File: src/sv/occ_pkg.sv
// shared types and constants of the occupancy step block
// no dependencies
`default_nettype none
package occ_pkg;

    localparam int PROB_FRAC_BITS     = 16;
    localparam int PROB_W             = PROB_FRAC_BITS + 1;
    localparam int MAX_STEPS_PER_HOUR = 60;
    localparam int STEPS_W            = 6;
    localparam int MOB_W              = 16;
    localparam int MOB_SHIFT          = 4;
    localparam int SAMPLE_W           = 16;
    localparam int BETA_FRAC          = 16;
    localparam int BETA_W             = 24;
    localparam int DIV_NW             = PROB_W + BETA_W + 1;
    localparam int DIV_DW             = BETA_W + 1;
    localparam int CFG_IDX_W          = 1;
    localparam int CFG_DATA_W         = 16;

    localparam logic [PROB_W-1:0]  PROB_ONE  = PROB_W'(1) << PROB_FRAC_BITS;
    localparam logic [BETA_W-1:0]  BETA_ONE  = BETA_W'(1) << BETA_FRAC;
    localparam logic [BETA_W-1:0]  BETA_MAX  = {BETA_W{1'b1}};
    localparam logic [STEPS_W-1:0] MAX_STEPS = STEPS_W'(MAX_STEPS_PER_HOUR);
    localparam logic [STEPS_W-1:0] STEPS_RST = STEPS_W'(1);
    localparam logic [MOB_W-1:0]   MOB_RST   = MOB_W'(451);

    localparam logic [CFG_IDX_W-1:0] CFG_IDX_STEPS    = CFG_IDX_W'(0);
    localparam logic [CFG_IDX_W-1:0] CFG_IDX_MOBILITY = CFG_IDX_W'(1);

    typedef enum logic [4:0] {
        CMD_NONE,
        CMD_LOAD,
        CMD_GO_PC,
        CMD_GET_PC,
        CMD_GO_PN,
        CMD_GET_PN,
        CMD_SPECIAL,
        CMD_GO_LOW,
        CMD_GET_LOW,
        CMD_GO_BND,
        CMD_GET_BND,
        CMD_MUL01,
        CMD_GO_T01,
        CMD_GET_T01,
        CMD_MUL11,
        CMD_GO_T11,
        CMD_GET_T11,
        CMD_DRAW
    } t_cmd;

    typedef enum logic [4:0] {
        ST_IDLE,
        ST_PC_GO,
        ST_PC_WAIT,
        ST_PN_GO,
        ST_PN_WAIT,
        ST_CLASSIFY,
        ST_LOW_GO,
        ST_LOW_WAIT,
        ST_BND_GO,
        ST_BND_WAIT,
        ST_MUL01,
        ST_T01_GO,
        ST_T01_WAIT,
        ST_MUL11,
        ST_T11_GO,
        ST_T11_WAIT,
        ST_DRAW
    } t_state;

    typedef struct packed {
        t_cmd cmd;
        logic div_start;
    } t_ctrl;

    typedef struct packed {
        logic div_done;
        logic special;
        logic equal;
        logic skip_bound;
        logic present;
        logic out_free;
    } t_status;

endpackage
`default_nettype wire

File: src/sv/occ_in_if.sv
// input channel: one simulated time step per transaction
// depends on occ_pkg
`default_nettype none
interface occ_in_if;
    logic                          valid;
    logic                          ready;
    logic [occ_pkg::PROB_W-1:0]    p_hour;
    logic [occ_pkg::PROB_W-1:0]    p_next_hour;
    logic [occ_pkg::STEPS_W-1:0]   step_in_hour;
    logic [occ_pkg::SAMPLE_W-1:0]  random_sample;

    modport source(output valid, p_hour, p_next_hour, step_in_hour, random_sample,
                   input ready);
    modport sink(input valid, p_hour, p_next_hour, step_in_hour, random_sample,
                 output ready);
endinterface
`default_nettype wire

File: src/sv/occ_out_if.sv
// output channel: occupied flag and interpolated probability
// depends on occ_pkg
`default_nettype none
interface occ_out_if;
    logic                        valid;
    logic                        ready;
    logic                        occupied;
    logic [occ_pkg::PROB_W-1:0]  p_current;

    modport source(output valid, occupied, p_current, input ready);
    modport sink(input valid, occupied, p_current, output ready);
endinterface
`default_nettype wire

File: src/sv/occ_cfg_if.sv
// configuration write channel: register index and data
// depends on occ_pkg
`default_nettype none
interface occ_cfg_if;
    logic                           valid;
    logic                           ready;
    logic [occ_pkg::CFG_IDX_W-1:0]  index;
    logic [occ_pkg::CFG_DATA_W-1:0] data;

    modport source(output valid, index, data, input ready);
    modport sink(input valid, index, data, output ready);
endinterface
`default_nettype wire

File: src/sv/occ_div.sv
// bit-serial restoring divider, one quotient bit per cycle
// standalone, no package use
`default_nettype none
module occ_div #(
    parameter int NUM_W = 42,
    parameter int DEN_W = 25
) (
    input  wire logic             i_clk,
    input  wire logic             i_rst_n,
    input  wire logic             i_start,
    input  wire logic [NUM_W-1:0] i_num,
    input  wire logic [DEN_W-1:0] i_den,
    output logic                  o_done,
    output logic [NUM_W-1:0]      o_quot
);
    localparam int CNT_W = $clog2(NUM_W + 1);

    logic [DEN_W-1:0] r_rem, n_rem;
    logic [NUM_W-1:0] r_quo, n_quo;
    logic [DEN_W-1:0] r_den;
    logic [CNT_W-1:0] r_cnt, n_cnt;
    logic             r_busy, n_busy;
    logic             r_done, n_done;
    logic [DEN_W:0]   w_shift;
    logic             w_fit;

    assign w_shift = {r_rem, r_quo[NUM_W-1]};
    assign w_fit   = w_shift >= {1'b0, r_den};

    always_comb begin
        n_rem  = r_rem;
        n_quo  = r_quo;
        n_cnt  = r_cnt;
        n_busy = r_busy;
        n_done = 1'b0;
        if (i_start) begin
            n_rem  = '0;
            n_quo  = i_num;
            n_cnt  = CNT_W'(NUM_W);
            n_busy = 1'b1;
        end else if (r_busy) begin
            n_rem = w_fit ? DEN_W'(w_shift - {1'b0, r_den}) : w_shift[DEN_W-1:0];
            n_quo = {r_quo[NUM_W-2:0], w_fit};
            n_cnt = r_cnt - CNT_W'(1);
            if (r_cnt == CNT_W'(1)) begin
                n_busy = 1'b0;
                n_done = 1'b1;
            end
        end
    end

    always_ff @(posedge i_clk) begin
        if (!i_rst_n) begin
            r_busy <= 1'b0;
            r_done <= 1'b0;
            r_cnt  <= '0;
        end else begin
            r_busy <= n_busy;
            r_done <= n_done;
            r_cnt  <= n_cnt;
        end
        r_rem <= n_rem;
        r_quo <= n_quo;
        if (i_start) begin
            r_den <= i_den;
        end
    end

    assign o_done = r_done;
    assign o_quot = r_quo;
endmodule
`default_nettype wire

File: src/sv/occ_dp.sv
// datapath: config registers, interpolation, beta clamp, transition draw
// depends on occ_pkg and occ_div
`default_nettype none
module occ_dp (
    input  wire logic                            i_clk,
    input  wire logic                            i_rst_n,
    input  wire occ_pkg::t_ctrl                  i_ctrl,
    output occ_pkg::t_status                     o_status,
    input  wire logic [occ_pkg::PROB_W-1:0]      i_p_hour,
    input  wire logic [occ_pkg::PROB_W-1:0]      i_p_next_hour,
    input  wire logic [occ_pkg::STEPS_W-1:0]     i_step_in_hour,
    input  wire logic [occ_pkg::SAMPLE_W-1:0]    i_random_sample,
    input  wire logic                            i_cfg_valid,
    output logic                                 o_cfg_ready,
    input  wire logic [occ_pkg::CFG_IDX_W-1:0]   i_cfg_index,
    input  wire logic [occ_pkg::CFG_DATA_W-1:0]  i_cfg_data,
    output logic                                 o_out_valid,
    input  wire logic                            i_out_ready,
    output logic                                 o_occupied,
    output logic [occ_pkg::PROB_W-1:0]           o_p_current
);
    localparam int P   = occ_pkg::PROB_FRAC_BITS;
    localparam int PW  = occ_pkg::PROB_W;
    localparam int SW  = occ_pkg::STEPS_W;
    localparam int BW  = occ_pkg::BETA_W;
    localparam int NW  = occ_pkg::DIV_NW;
    localparam int DW  = occ_pkg::DIV_DW;
    localparam int IW  = SW + PW + 2;
    localparam int DRW = PW + occ_pkg::SAMPLE_W;
    localparam logic [PW-1:0] PONE = occ_pkg::PROB_ONE;
    localparam logic [PW:0]   ONEX = {1'b0, occ_pkg::PROB_ONE};

    logic [SW-1:0]                 r_steps;
    logic [occ_pkg::MOB_W-1:0]     r_mob;
    logic                          r_present;
    logic [PW-1:0]                 r_ph, r_pnh, r_pc, r_pn, r_t01, r_t;
    logic [SW-1:0]                 r_s, r_f;
    logic [occ_pkg::SAMPLE_W-1:0]  r_sample;
    logic [BW-1:0]                 r_beta;
    logic                          r_lowered, r_neg;
    logic [NW-1:0]                 r_prod;
    logic                          r_out_valid, r_occ;
    logic [PW-1:0]                 r_pcur;

    logic          w_div_done;
    logic [NW-1:0] w_quot, w_num;
    logic [DW-1:0] w_den;
    logic [SW-1:0] w_s_cl, w_sf, w_sf1;
    logic [SW:0]   w_f1;
    logic [IW-1:0] w_ipc, w_ipn;
    logic [PW:0]   w_sum, w_low_b, w_bnd_a, w_bnd_b;
    logic [PW-1:0] w_low_a;
    logic          w_eq, w_sum_gt, w_sum_one, w_special, w_out_free;
    logic [DW-1:0] w_bden;
    logic [NW-1:0] w_t11_lhs, w_prod, w_add;
    logic [PW-1:0] w_mul_a;
    logic [BW:0]   w_mul_b;
    logic [BW-1:0] w_beta_q, w_shuff;
    logic [PW-1:0] w_q_sat, w_t01, w_spec_t;
    logic [DRW-1:0] w_lhs, w_rhs01, w_rhs11;
    logic          w_next_present;
    logic          w_out_load;

    assign w_shuff = BW'(r_mob) << occ_pkg::MOB_SHIFT;
    assign w_s_cl  = (r_steps == '0) ? SW'(1)
                   : ((r_steps > occ_pkg::MAX_STEPS) ? occ_pkg::MAX_STEPS : r_steps);

    // interpolation weights
    assign w_sf  = r_s - r_f;
    assign w_sf1 = w_sf - SW'(1);
    assign w_f1  = {1'b0, r_f} + (SW+1)'(1);
    assign w_ipc = IW'(w_sf) * IW'(r_ph) + IW'(r_f) * IW'(r_pnh);
    assign w_ipn = IW'(w_sf1) * IW'(r_ph) + IW'(w_f1) * IW'(r_pnh);

    // classification and beta bound operands
    assign w_sum     = {1'b0, r_pc} + {1'b0, r_pn};
    assign w_eq      = r_pc == r_pn;
    assign w_sum_gt  = w_sum > ONEX;
    assign w_sum_one = w_sum == ONEX;
    assign w_special = (r_pn == '0) || (r_pn == PONE) || (r_pc == PONE) || (r_pc == '0);
    assign w_low_a   = (r_pc < r_pn) ? (r_pn - r_pc) : (r_pc - r_pn);
    assign w_low_b   = (r_pc < r_pn) ? ({PONE, 1'b0} - w_sum) : w_sum;
    assign w_bnd_a   = w_sum_gt ? ({1'b0, r_pc} + ONEX - {1'b0, r_pn})
                                : (ONEX - {1'b0, r_pc} + {1'b0, r_pn});
    assign w_bnd_b   = w_sum_gt ? (w_sum - ONEX) : (ONEX - w_sum);
    assign w_bden    = DW'(r_beta) + DW'(occ_pkg::BETA_ONE);
    assign w_t11_lhs = NW'(r_pn) << P;

    // divider operand select
    always_comb begin
        w_num = '0;
        w_den = '0;
        case (i_ctrl.cmd)
            occ_pkg::CMD_GO_PC: begin
                w_num = NW'(w_ipc) + NW'(r_s >> 1);
                w_den = DW'(r_s);
            end
            occ_pkg::CMD_GO_PN: begin
                w_num = NW'(w_ipn) + NW'(r_s >> 1);
                w_den = DW'(r_s);
            end
            occ_pkg::CMD_GO_LOW: begin
                w_num = NW'(w_low_a) << occ_pkg::BETA_FRAC;
                w_den = DW'(w_low_b);
            end
            occ_pkg::CMD_GO_BND: begin
                w_num = NW'(w_bnd_a) << occ_pkg::BETA_FRAC;
                w_den = DW'(w_bnd_b);
            end
            occ_pkg::CMD_GO_T01: begin
                w_num = r_prod + NW'(w_bden >> 1);
                w_den = w_bden;
            end
            occ_pkg::CMD_GO_T11: begin
                w_num = w_t11_lhs - r_prod + NW'(r_pc >> 1);
                w_den = DW'(r_pc);
            end
            default: begin
                w_num = '0;
                w_den = '0;
            end
        endcase
    end

    occ_div #(
        .NUM_W (NW),
        .DEN_W (DW)
    ) u_div (
        .i_clk   (i_clk),
        .i_rst_n (i_rst_n),
        .i_start (i_ctrl.div_start),
        .i_num   (w_num),
        .i_den   (w_den),
        .o_done  (w_div_done),
        .o_quot  (w_quot)
    );

    // shared multiplier
    always_comb begin
        if (i_ctrl.cmd == occ_pkg::CMD_MUL11) begin
            w_mul_a = PONE - r_pc;
            w_mul_b = (BW+1)'(r_t01);
        end else begin
            w_mul_a = r_pc;
            if (w_eq) begin
                w_mul_b = {r_beta, 1'b0};
            end else if (r_beta >= occ_pkg::BETA_ONE) begin
                w_mul_b = {1'b0, r_beta - occ_pkg::BETA_ONE};
            end else begin
                w_mul_b = {1'b0, occ_pkg::BETA_ONE - r_beta};
            end
        end
    end
    assign w_prod = NW'(w_mul_a) * NW'(w_mul_b);

    // quotient post-processing
    assign w_beta_q = (w_quot > NW'(occ_pkg::BETA_MAX)) ? occ_pkg::BETA_MAX : w_quot[BW-1:0];
    assign w_q_sat  = (w_quot > NW'(PONE)) ? PONE : w_quot[PW-1:0];
    assign w_add    = w_quot + NW'(r_pn);
    always_comb begin
        if (w_eq) begin
            w_t01 = w_q_sat;
        end else if (r_neg) begin
            w_t01 = (w_quot >= NW'(r_pn)) ? '0 : (r_pn - w_quot[PW-1:0]);
        end else begin
            w_t01 = (w_add > NW'(PONE)) ? PONE : w_add[PW-1:0];
        end
    end

    always_comb begin
        if (r_pn == '0) begin
            w_spec_t = '0;
        end else if (r_pn == PONE) begin
            w_spec_t = PONE;
        end else if (r_pc == PONE) begin
            w_spec_t = r_present ? r_pn : '0;
        end else begin
            w_spec_t = r_present ? '0 : r_pn;
        end
    end

    // draw against the sample
    assign w_lhs          = DRW'(r_sample) << P;
    assign w_rhs01        = DRW'(r_t) << occ_pkg::SAMPLE_W;
    assign w_rhs11        = DRW'(PONE - r_t) << occ_pkg::SAMPLE_W;
    assign w_next_present = r_present ? !(w_lhs < w_rhs11) : (w_lhs < w_rhs01);

    assign w_out_free = !r_out_valid || i_out_ready;
    assign w_out_load = i_ctrl.cmd == occ_pkg::CMD_DRAW;

    always_ff @(posedge i_clk) begin
        if (!i_rst_n) begin
            r_steps     <= occ_pkg::STEPS_RST;
            r_mob       <= occ_pkg::MOB_RST;
            r_present   <= 1'b0;
            r_out_valid <= 1'b0;
        end else begin
            if (i_cfg_valid) begin
                case (i_cfg_index)
                    occ_pkg::CFG_IDX_STEPS:    r_steps <= i_cfg_data[SW-1:0];
                    occ_pkg::CFG_IDX_MOBILITY: r_mob   <= i_cfg_data;
                    default: begin
                    end
                endcase
            end
            if (w_out_load) begin
                r_present   <= w_next_present;
                r_out_valid <= 1'b1;
            end else if (i_out_ready) begin
                r_out_valid <= 1'b0;
            end
        end

        case (i_ctrl.cmd)
            occ_pkg::CMD_LOAD: begin
                r_ph      <= (i_p_hour > PONE) ? PONE : i_p_hour;
                r_pnh     <= (i_p_next_hour > PONE) ? PONE : i_p_next_hour;
                r_s       <= w_s_cl;
                r_f       <= (i_step_in_hour >= w_s_cl) ? (w_s_cl - SW'(1)) : i_step_in_hour;
                r_sample  <= i_random_sample;
                r_beta    <= w_shuff;
                r_lowered <= 1'b0;
            end
            occ_pkg::CMD_GET_PC:  r_pc <= w_quot[PW-1:0];
            occ_pkg::CMD_GET_PN:  r_pn <= w_quot[PW-1:0];
            occ_pkg::CMD_SPECIAL: r_t  <= w_spec_t;
            occ_pkg::CMD_GET_LOW: begin
                if (r_beta < w_beta_q) begin
                    r_beta    <= w_beta_q;
                    r_lowered <= 1'b1;
                end
            end
            occ_pkg::CMD_GET_BND: begin
                if (r_beta > w_beta_q) begin
                    r_beta <= w_beta_q;
                end
            end
            occ_pkg::CMD_MUL01: begin
                r_prod <= w_prod;
                r_neg  <= !w_eq && (r_beta < occ_pkg::BETA_ONE);
            end
            occ_pkg::CMD_GET_T01: begin
                r_t01 <= w_t01;
                r_t   <= w_t01;
            end
            occ_pkg::CMD_MUL11:  r_prod <= w_prod;
            occ_pkg::CMD_GO_T11: r_neg  <= w_t11_lhs < r_prod;
            occ_pkg::CMD_GET_T11: r_t   <= r_neg ? '0 : w_q_sat;
            occ_pkg::CMD_DRAW: begin
                r_occ  <= w_next_present;
                r_pcur <= r_pc;
            end
            default: begin
            end
        endcase
    end

    assign o_status.div_done   = w_div_done;
    assign o_status.special    = w_special;
    assign o_status.equal      = w_eq;
    assign o_status.skip_bound = r_lowered || w_sum_one;
    assign o_status.present    = r_present;
    assign o_status.out_free   = w_out_free;

    assign o_cfg_ready = 1'b1;
    assign o_out_valid = r_out_valid;
    assign o_occupied  = r_occ;
    assign o_p_current = r_pcur;
endmodule
`default_nettype wire

File: src/sv/occ_ctrl.sv
// controller: sequences the divisions of one step
// depends on occ_pkg
`default_nettype none
module occ_ctrl (
    input  wire logic             i_clk,
    input  wire logic             i_rst_n,
    input  wire logic             i_in_valid,
    output logic                  o_in_ready,
    input  wire occ_pkg::t_status i_status,
    output occ_pkg::t_ctrl        o_ctrl
);
    occ_pkg::t_state r_state, n_state;

    always_ff @(posedge i_clk) begin
        if (!i_rst_n) begin
            r_state <= occ_pkg::ST_IDLE;
        end else begin
            r_state <= n_state;
        end
    end

    always_comb begin
        n_state = r_state;
        case (r_state)
            occ_pkg::ST_IDLE:     if (i_in_valid) n_state = occ_pkg::ST_PC_GO;
            occ_pkg::ST_PC_GO:    n_state = occ_pkg::ST_PC_WAIT;
            occ_pkg::ST_PC_WAIT:  if (i_status.div_done) n_state = occ_pkg::ST_PN_GO;
            occ_pkg::ST_PN_GO:    n_state = occ_pkg::ST_PN_WAIT;
            occ_pkg::ST_PN_WAIT:  if (i_status.div_done) n_state = occ_pkg::ST_CLASSIFY;
            occ_pkg::ST_CLASSIFY: begin
                if (i_status.special) begin
                    n_state = occ_pkg::ST_DRAW;
                end else if (i_status.equal) begin
                    n_state = occ_pkg::ST_BND_GO;
                end else begin
                    n_state = occ_pkg::ST_LOW_GO;
                end
            end
            occ_pkg::ST_LOW_GO:   n_state = occ_pkg::ST_LOW_WAIT;
            occ_pkg::ST_LOW_WAIT: if (i_status.div_done) n_state = occ_pkg::ST_BND_GO;
            occ_pkg::ST_BND_GO: begin
                n_state = i_status.skip_bound ? occ_pkg::ST_MUL01 : occ_pkg::ST_BND_WAIT;
            end
            occ_pkg::ST_BND_WAIT: if (i_status.div_done) n_state = occ_pkg::ST_MUL01;
            occ_pkg::ST_MUL01:    n_state = occ_pkg::ST_T01_GO;
            occ_pkg::ST_T01_GO:   n_state = occ_pkg::ST_T01_WAIT;
            occ_pkg::ST_T01_WAIT: begin
                if (i_status.div_done) begin
                    n_state = i_status.present ? occ_pkg::ST_MUL11 : occ_pkg::ST_DRAW;
                end
            end
            occ_pkg::ST_MUL11:    n_state = occ_pkg::ST_T11_GO;
            occ_pkg::ST_T11_GO:   n_state = occ_pkg::ST_T11_WAIT;
            occ_pkg::ST_T11_WAIT: if (i_status.div_done) n_state = occ_pkg::ST_DRAW;
            occ_pkg::ST_DRAW:     if (i_status.out_free) n_state = occ_pkg::ST_IDLE;
            default:              n_state = occ_pkg::ST_IDLE;
        endcase
    end

    always_comb begin
        o_in_ready       = 1'b0;
        o_ctrl.cmd       = occ_pkg::CMD_NONE;
        o_ctrl.div_start = 1'b0;
        case (r_state)
            occ_pkg::ST_IDLE: begin
                o_in_ready = 1'b1;
                if (i_in_valid) o_ctrl.cmd = occ_pkg::CMD_LOAD;
            end
            occ_pkg::ST_PC_GO: begin
                o_ctrl.cmd       = occ_pkg::CMD_GO_PC;
                o_ctrl.div_start = 1'b1;
            end
            occ_pkg::ST_PC_WAIT: if (i_status.div_done) o_ctrl.cmd = occ_pkg::CMD_GET_PC;
            occ_pkg::ST_PN_GO: begin
                o_ctrl.cmd       = occ_pkg::CMD_GO_PN;
                o_ctrl.div_start = 1'b1;
            end
            occ_pkg::ST_PN_WAIT: if (i_status.div_done) o_ctrl.cmd = occ_pkg::CMD_GET_PN;
            occ_pkg::ST_CLASSIFY: if (i_status.special) o_ctrl.cmd = occ_pkg::CMD_SPECIAL;
            occ_pkg::ST_LOW_GO: begin
                o_ctrl.cmd       = occ_pkg::CMD_GO_LOW;
                o_ctrl.div_start = 1'b1;
            end
            occ_pkg::ST_LOW_WAIT: if (i_status.div_done) o_ctrl.cmd = occ_pkg::CMD_GET_LOW;
            occ_pkg::ST_BND_GO: begin
                if (!i_status.skip_bound) begin
                    o_ctrl.cmd       = occ_pkg::CMD_GO_BND;
                    o_ctrl.div_start = 1'b1;
                end
            end
            occ_pkg::ST_BND_WAIT: if (i_status.div_done) o_ctrl.cmd = occ_pkg::CMD_GET_BND;
            occ_pkg::ST_MUL01: o_ctrl.cmd = occ_pkg::CMD_MUL01;
            occ_pkg::ST_T01_GO: begin
                o_ctrl.cmd       = occ_pkg::CMD_GO_T01;
                o_ctrl.div_start = 1'b1;
            end
            occ_pkg::ST_T01_WAIT: if (i_status.div_done) o_ctrl.cmd = occ_pkg::CMD_GET_T01;
            occ_pkg::ST_MUL11: o_ctrl.cmd = occ_pkg::CMD_MUL11;
            occ_pkg::ST_T11_GO: begin
                o_ctrl.cmd       = occ_pkg::CMD_GO_T11;
                o_ctrl.div_start = 1'b1;
            end
            occ_pkg::ST_T11_WAIT: if (i_status.div_done) o_ctrl.cmd = occ_pkg::CMD_GET_T11;
            occ_pkg::ST_DRAW: if (i_status.out_free) o_ctrl.cmd = occ_pkg::CMD_DRAW;
            default: begin
            end
        endcase
    end
endmodule
`default_nettype wire

File: src/sv/occupancy_markov_step.sv
// top level of the occupancy presence step: controller, datapath, assertions
// depends on occ_pkg, the channel interfaces, occ_ctrl and occ_dp
//
// channel  dir  handshake     payload
// i_in     in   valid/ready   p_hour, p_next_hour, step_in_hour, random_sample
// o_out    out  valid/ready   occupied, p_current
// i_cfg    in   valid/ready   index, data (ready always high)
//
// one step at a time; a special probability settles the transition after the two interpolation
// divisions, while the full beta clamp and stay-present path run up to six divisions
// each division runs start, one divider iteration per quotient bit (42 bits), result
// a finished result waits in the output register while the next step is taken
// synchronous active-low reset: absent, steps_per_hour 1, mobility 451
`default_nettype none
module occupancy_markov_step (
    input  wire logic  i_clk,
    input  wire logic  i_rst_n,
    occ_in_if.sink     i_in,
    occ_out_if.source  o_out,
    occ_cfg_if.sink    i_cfg
);
    occ_pkg::t_ctrl   w_ctrl;
    occ_pkg::t_status w_status;

    occ_ctrl u_ctrl (
        .i_clk      (i_clk),
        .i_rst_n    (i_rst_n),
        .i_in_valid (i_in.valid),
        .o_in_ready (i_in.ready),
        .i_status   (w_status),
        .o_ctrl     (w_ctrl)
    );

    occ_dp u_dp (
        .i_clk           (i_clk),
        .i_rst_n         (i_rst_n),
        .i_ctrl          (w_ctrl),
        .o_status        (w_status),
        .i_p_hour        (i_in.p_hour),
        .i_p_next_hour   (i_in.p_next_hour),
        .i_step_in_hour  (i_in.step_in_hour),
        .i_random_sample (i_in.random_sample),
        .i_cfg_valid     (i_cfg.valid),
        .o_cfg_ready     (i_cfg.ready),
        .i_cfg_index     (i_cfg.index),
        .i_cfg_data      (i_cfg.data),
        .o_out_valid     (o_out.valid),
        .i_out_ready     (o_out.ready),
        .o_occupied      (o_out.occupied),
        .o_p_current     (o_out.p_current)
    );

`ifndef SYNTHESIS
    a_one_step: assert property (@(posedge i_clk) disable iff (!i_rst_n)
        (i_in.valid && i_in.ready) |=> !i_in.ready)
        else $error("second transaction taken while a step is in progress");

    a_prob_range: assert property (@(posedge i_clk) disable iff (!i_rst_n)
        o_out.valid |-> (o_out.p_current <= occ_pkg::PROB_ONE))
        else $error("p_current above one");

    a_reset_out: assert property (@(posedge i_clk)
        !i_rst_n |=> !o_out.valid)
        else $error("output valid right after reset");
`endif
endmodule
`default_nettype wire

File: src/flat_wrapper.sv
// flat-port wrapper written by rule: the top's interface ports become plain ports
module occupancy_markov_step_flat 
  (i_clk, i_rst_n, i_in_valid, i_in_p_hour, i_in_p_next_hour, i_in_step_in_hour, i_in_random_sample, i_in_ready, o_out_valid, o_out_occupied, o_out_p_current, o_out_ready, i_cfg_valid, i_cfg_index, i_cfg_data, i_cfg_ready);
  occ_in_if i_in_i ();
  occ_out_if o_out_i ();
  occ_cfg_if i_cfg_i ();
  input  wire logic i_clk;
  input  wire logic i_rst_n;
  input wire logic [$bits(i_in_i.valid)-1:0] i_in_valid;
  input wire logic [$bits(i_in_i.p_hour)-1:0] i_in_p_hour;
  input wire logic [$bits(i_in_i.p_next_hour)-1:0] i_in_p_next_hour;
  input wire logic [$bits(i_in_i.step_in_hour)-1:0] i_in_step_in_hour;
  input wire logic [$bits(i_in_i.random_sample)-1:0] i_in_random_sample;
  output wire logic [$bits(i_in_i.ready)-1:0] i_in_ready;
  output wire logic [$bits(o_out_i.valid)-1:0] o_out_valid;
  output wire logic [$bits(o_out_i.occupied)-1:0] o_out_occupied;
  output wire logic [$bits(o_out_i.p_current)-1:0] o_out_p_current;
  input wire logic [$bits(o_out_i.ready)-1:0] o_out_ready;
  input wire logic [$bits(i_cfg_i.valid)-1:0] i_cfg_valid;
  input wire logic [$bits(i_cfg_i.index)-1:0] i_cfg_index;
  input wire logic [$bits(i_cfg_i.data)-1:0] i_cfg_data;
  output wire logic [$bits(i_cfg_i.ready)-1:0] i_cfg_ready;
  assign i_in_i.valid = i_in_valid;
  assign i_in_i.p_hour = i_in_p_hour;
  assign i_in_i.p_next_hour = i_in_p_next_hour;
  assign i_in_i.step_in_hour = i_in_step_in_hour;
  assign i_in_i.random_sample = i_in_random_sample;
  assign i_in_ready = i_in_i.ready;
  assign o_out_valid = o_out_i.valid;
  assign o_out_occupied = o_out_i.occupied;
  assign o_out_p_current = o_out_i.p_current;
  assign o_out_i.ready = o_out_ready;
  assign i_cfg_i.valid = i_cfg_valid;
  assign i_cfg_i.index = i_cfg_index;
  assign i_cfg_i.data = i_cfg_data;
  assign i_cfg_ready = i_cfg_i.ready;
  occupancy_markov_step u_core (.i_clk(i_clk), .i_rst_n(i_rst_n), .i_in(i_in_i), .o_out(o_out_i), .i_cfg(i_cfg_i));
endmodule
File: config.mk
export PLATFORM = sky130hd
export DESIGN_NAME = occupancy_markov_step_flat
export DESIGN_NICKNAME = d
export VERILOG_FILES = /design/src/sv/occ_pkg.sv /design/src/sv/occ_in_if.sv /design/src/sv/occ_out_if.sv /design/src/sv/occ_cfg_if.sv /design/src/sv/occ_div.sv /design/src/sv/occ_dp.sv /design/src/sv/occ_ctrl.sv /design/src/sv/occupancy_markov_step.sv /design/src/flat_wrapper.sv
export SDC_FILE = /design/constraint.sdc
export NUM_CORES = 2
export LEC_CHECK = 0
export BUFFER_PORTS_ARGS = -buffer_cell sky130_fd_sc_hd__buf_2
export CAP_MARGIN = 20
export CORE_MARGIN = 8
export CORE_UTILIZATION = 35
export CTS_BUF_LIST = sky130_fd_sc_hd__clkbuf_8 sky130_fd_sc_hd__clkbuf_16
export CTS_CLUSTER_DIAMETER = 80
export DETAILED_ROUTE_END_ITERATION = 6
export GPL_TIMING_DRIVEN = 1
export PLACE_DENSITY = 0.47
export SLEW_MARGIN = 10
export SYNTH_ARGS = -nofsm -noshare
export SYNTH_HDL_FRONTEND = slang
export SYNTH_SLANG_ARGS = --single-unit
File: constraint.sdc
create_clock -name i_clk -period 12.6 [get_ports i_clk]
set_clock_uncertainty 0.1 [all_clocks]
set_input_delay 1.89 -clock i_clk [delete_from_list [all_inputs] [get_ports i_clk]]
set_output_delay 1.89 -clock i_clk [all_outputs]
set_load 0.05 [all_outputs]
==> impl_metrics.py <==
metrics = {
    "place": {
        "port_buffers": 97,
        "gp_congestion": 0.9745,
        "hpwl_mm": 184.3,
        "place_area_mm2": 0.06185,
    },
    "clock_network": {
        "post_cts_resized": 0,
        "clk_pin_slew_worst_paths_ns": 0.06,
        "cts_hold_buf": 0,
        "clockRootBuffer": "clkbuf_16",
        "cts_tree": "built",
        "numCtsBuffers": 50,
        "postCtsSetupBuffers": 0,
        "cts.sinks": 345,
        "cts_max_path_buffers": 3,
        "clock_latency_ns": 0.69,
        "cts-htree-levels": 2,
    },
    "run_status": {
        "failed_checks": "design-rule violations",
        "status": "finished, violations left",
    },
    "synth": {
        "async_flop_share": 0,
        "synth_area_leaders": "fa_1, edfxtp_1, ha_1",
        "ys.flop_type": "edfxtp_1",
        "synth_seq_cells": 345,
        "synth_nets": 8095,
        "netlist.area_leader.share": 0.2500,
        "synth-edff-count": 283,
        "yosysMostFrequentCell": "inv_1",
        "yosys_warnings": 0,
        "synth-seq-area-share": 0.1673,
        "ys_types": 101,
        "yosysTopAreaCell": "fa_1",
        "postSynthAreaPerCell_um2": 8.658,
        "synth_area_mm2": 0.05821,
        "synth_commonest_cells": "inv_1, nand2_1, fa_1, ha_1, nor2_1",
        "synthCells": 6723,
    },
    "floorplan": {
        "dieHeight_um": 423.8,
        "die_area_mm2": 0.1796,
        "core_area_mm2": 0.1650,
        "num_rows": 149,
        "initial_core_util": 0.3528,
        "die_w_um": 423.8,
        "io_pins": 99,
    },
    "flow_run": {
        "cap_violations": 0,
    },
    "global_route": {
        "grt-ovfl-total": 0,
        "grt_pass1_vias": 49860,
        "grt_pass1_wl_mm": 335.2,
        "antenna_found_initial": 10,
        "gr-usage-all-layers": 0.2478,
        "grt_max_degree": 64,
    },
    "cells_and_area": {
        "fin_util": 0.3855,
        "drive_above_1_share": 0.06535,
        "fillers": 16920,
        "design_area_mm2": 0.06361,
        "syn2layout_area_growth_pct": 9.284,
        "layout.nets": 8155,
    },
    "timing": {
        "hold_ws_ns": 0.3882,
        "fin_crit_ns": 11.23,
        "slew-limit-headroom": 0.1765,
        "post-route-period-util": 0.8914,
        "drv_slew": 0,
        "report.final.hold_viol_count": 0,
        "tns_ns": 0,
        "rsz0062_at_grt": "false",
        "worst-slew-pin-transition_ns": 1.222,
        "finalSetupViolCount": 0,
        "fmax_mhz": 89.03,
    },
    "worst_setup_path": {
        "cp.required_ns": 12.93,
        "critPathLaunchType": "input pin",
        "max_stage_delay_ns": 1.03,
        "worst_path_max_delay_cell": "mux2i_1",
        "cp-end-kind": "flip-flop",
        "cp.arrival_ns": 11.56,
        "crit_path_max_fanout": 13,
        "worstSetupPathType": "input pin to flip-flop",
        "worst_path_most_repeated_cell": "fa_1",
    },
    "worst_hold_path": {
        "min_path_type": "flip-flop to flip-flop",
    },
    "route": {
        "remaining_drc_errors": 3,
        "avgViaCountPerCell": 5.514,
        "routedWlPerCell_um": 25.33,
        "vias": 49730,
        "drt_iter0_drc": 4546,
        "drt_first_pass_iters": 7,
        "drt-total-wl_mm": 228.4,
        "antenna_left": 0,
    },
}
area by class of cell:
cell class | instances | area, um2 | area share
multi-input cells | 4990 | 43310 | 0.6808
flip-flops and latches | 345 | 9739 | 0.1531
inverters | 1117 | 4193 | 0.06591
well taps | 2189 | 2739 | 0.04306
repair buffers | 279 | 1869 | 0.02939
clock buffers | 52 | 1290 | 0.02028
clock inverters | 42 | 462.9 | 0.007278
diodes | 4 | 10.01 | 0.0001574
registers in the layout, summed over array words and instances, names as in the netlist, 24 cells and up:
| register | count |
|---|---|
| u_core.u_dp.u_div.r_den | 25 |
| u_core.u_dp.u_div.o_quot | 42 |
| u_core.u_dp.r_beta | 24 |
| u_core.u_dp.r_prod | 42 |
| u_core.u_dp.u_div.r_rem | 25 |
layer usage:
| metal | vias to the layer above | global-route usage | wire [um] |
|---|---|---|---|
| met4 | 4 | 0.09784 | 10740 |
| met2 | 1850 | 0.3968 | 102800 |
| li1 | 22380 | - | - |
| met5 | - | 0 | 35 |
| met3 | 400 | 0.04013 | 17220 |
| met1 | 25090 | 0.3354 | 97620 |
kinds of logic after synthesis:
family          Yosys count  synth area share
compound gates         1187            0.1375
xor+xnor                315           0.04753
fa+ha+maj              1294            0.3719
buf+inv                1388           0.09028
flops                   345            0.1673
mux                      63           0.01090
other cells               1        0.00006443
simple gates           2130            0.1745
critical path, delay by kind of cell:
family	cells	cell delay, ns
compound gates	7	1.78
xor+xnor	1	0.12
fa+ha+maj	7	3.36
buf+inv	7	0.65
mux	1	1.03
simple gates	7	2.72
final timing paths:
path	startpoint	end	slack, ns	cells after the start
setup reg to reg	u_core.u_ctrl.r_state[2]	u_core.u_dp.r_prod[41]	1.70	33
setup / recovery	o_out_ready	u_core.u_dp.r_prod[41]	1.37	30
hold / removal	u_core.u_dp.r_mob[4]	u_core.u_dp.r_mob[4]	0.39	2
hold reg to reg	u_core.u_dp.r_mob[4]	u_core.u_dp.r_mob[4]	0.39	2
through the flow:
stage          std cells  setup slack, ns
6_report            9018            1.368
5_1_grt             9015            1.061
4_1_cts             9014            1.613
3_5_place_dp        8920           0.8653
3_3_place_gp        8918           0.9167
2_1_floorplan       6723            1.668
layout by cell type, fill, tap and decap left out, types with 36 or more instances in the layout:
| cell type | netlist | routed |
|---|---|---|
| a21o_1 | 114 | 114 |
| a21oi_1 | 294 | 294 |
| a31oi_1 | 54 | 54 |
| and2_1 | 182 | 182 |
| and3_1 | 40 | 38 |
| buf_2 | 20 | 98 |
| buf_4 | 3 | 179 |
| clkbuf_16 | 0 | 51 |
| dfxtp_1 | 62 | 62 |
| edfxtp_1 | 283 | 283 |
| fa_1 | 727 | 727 |
| ha_1 | 567 | 567 |
| inv_1 | 1115 | 1120 |
| mux2i_1 | 60 | 60 |
| nand2_1 | 734 | 732 |
| nand2b_1 | 119 | 119 |
| nand3_1 | 114 | 113 |
| nand4_1 | 58 | 58 |
| nor2_1 | 473 | 472 |
| nor2b_1 | 124 | 124 |
| nor3_1 | 118 | 115 |
| nor4_1 | 45 | 42 |
| o21a_1 | 39 | 39 |
| o21ai_0 | 220 | 220 |
| o221ai_1 | 37 | 36 |
| xnor2_1 | 216 | 216 |
| xor2_1 | 98 | 98 |
Power is left out: the tool's default activity adds up to more than one toggle a clock period on the data nets, which glitch-free logic cannot reach.
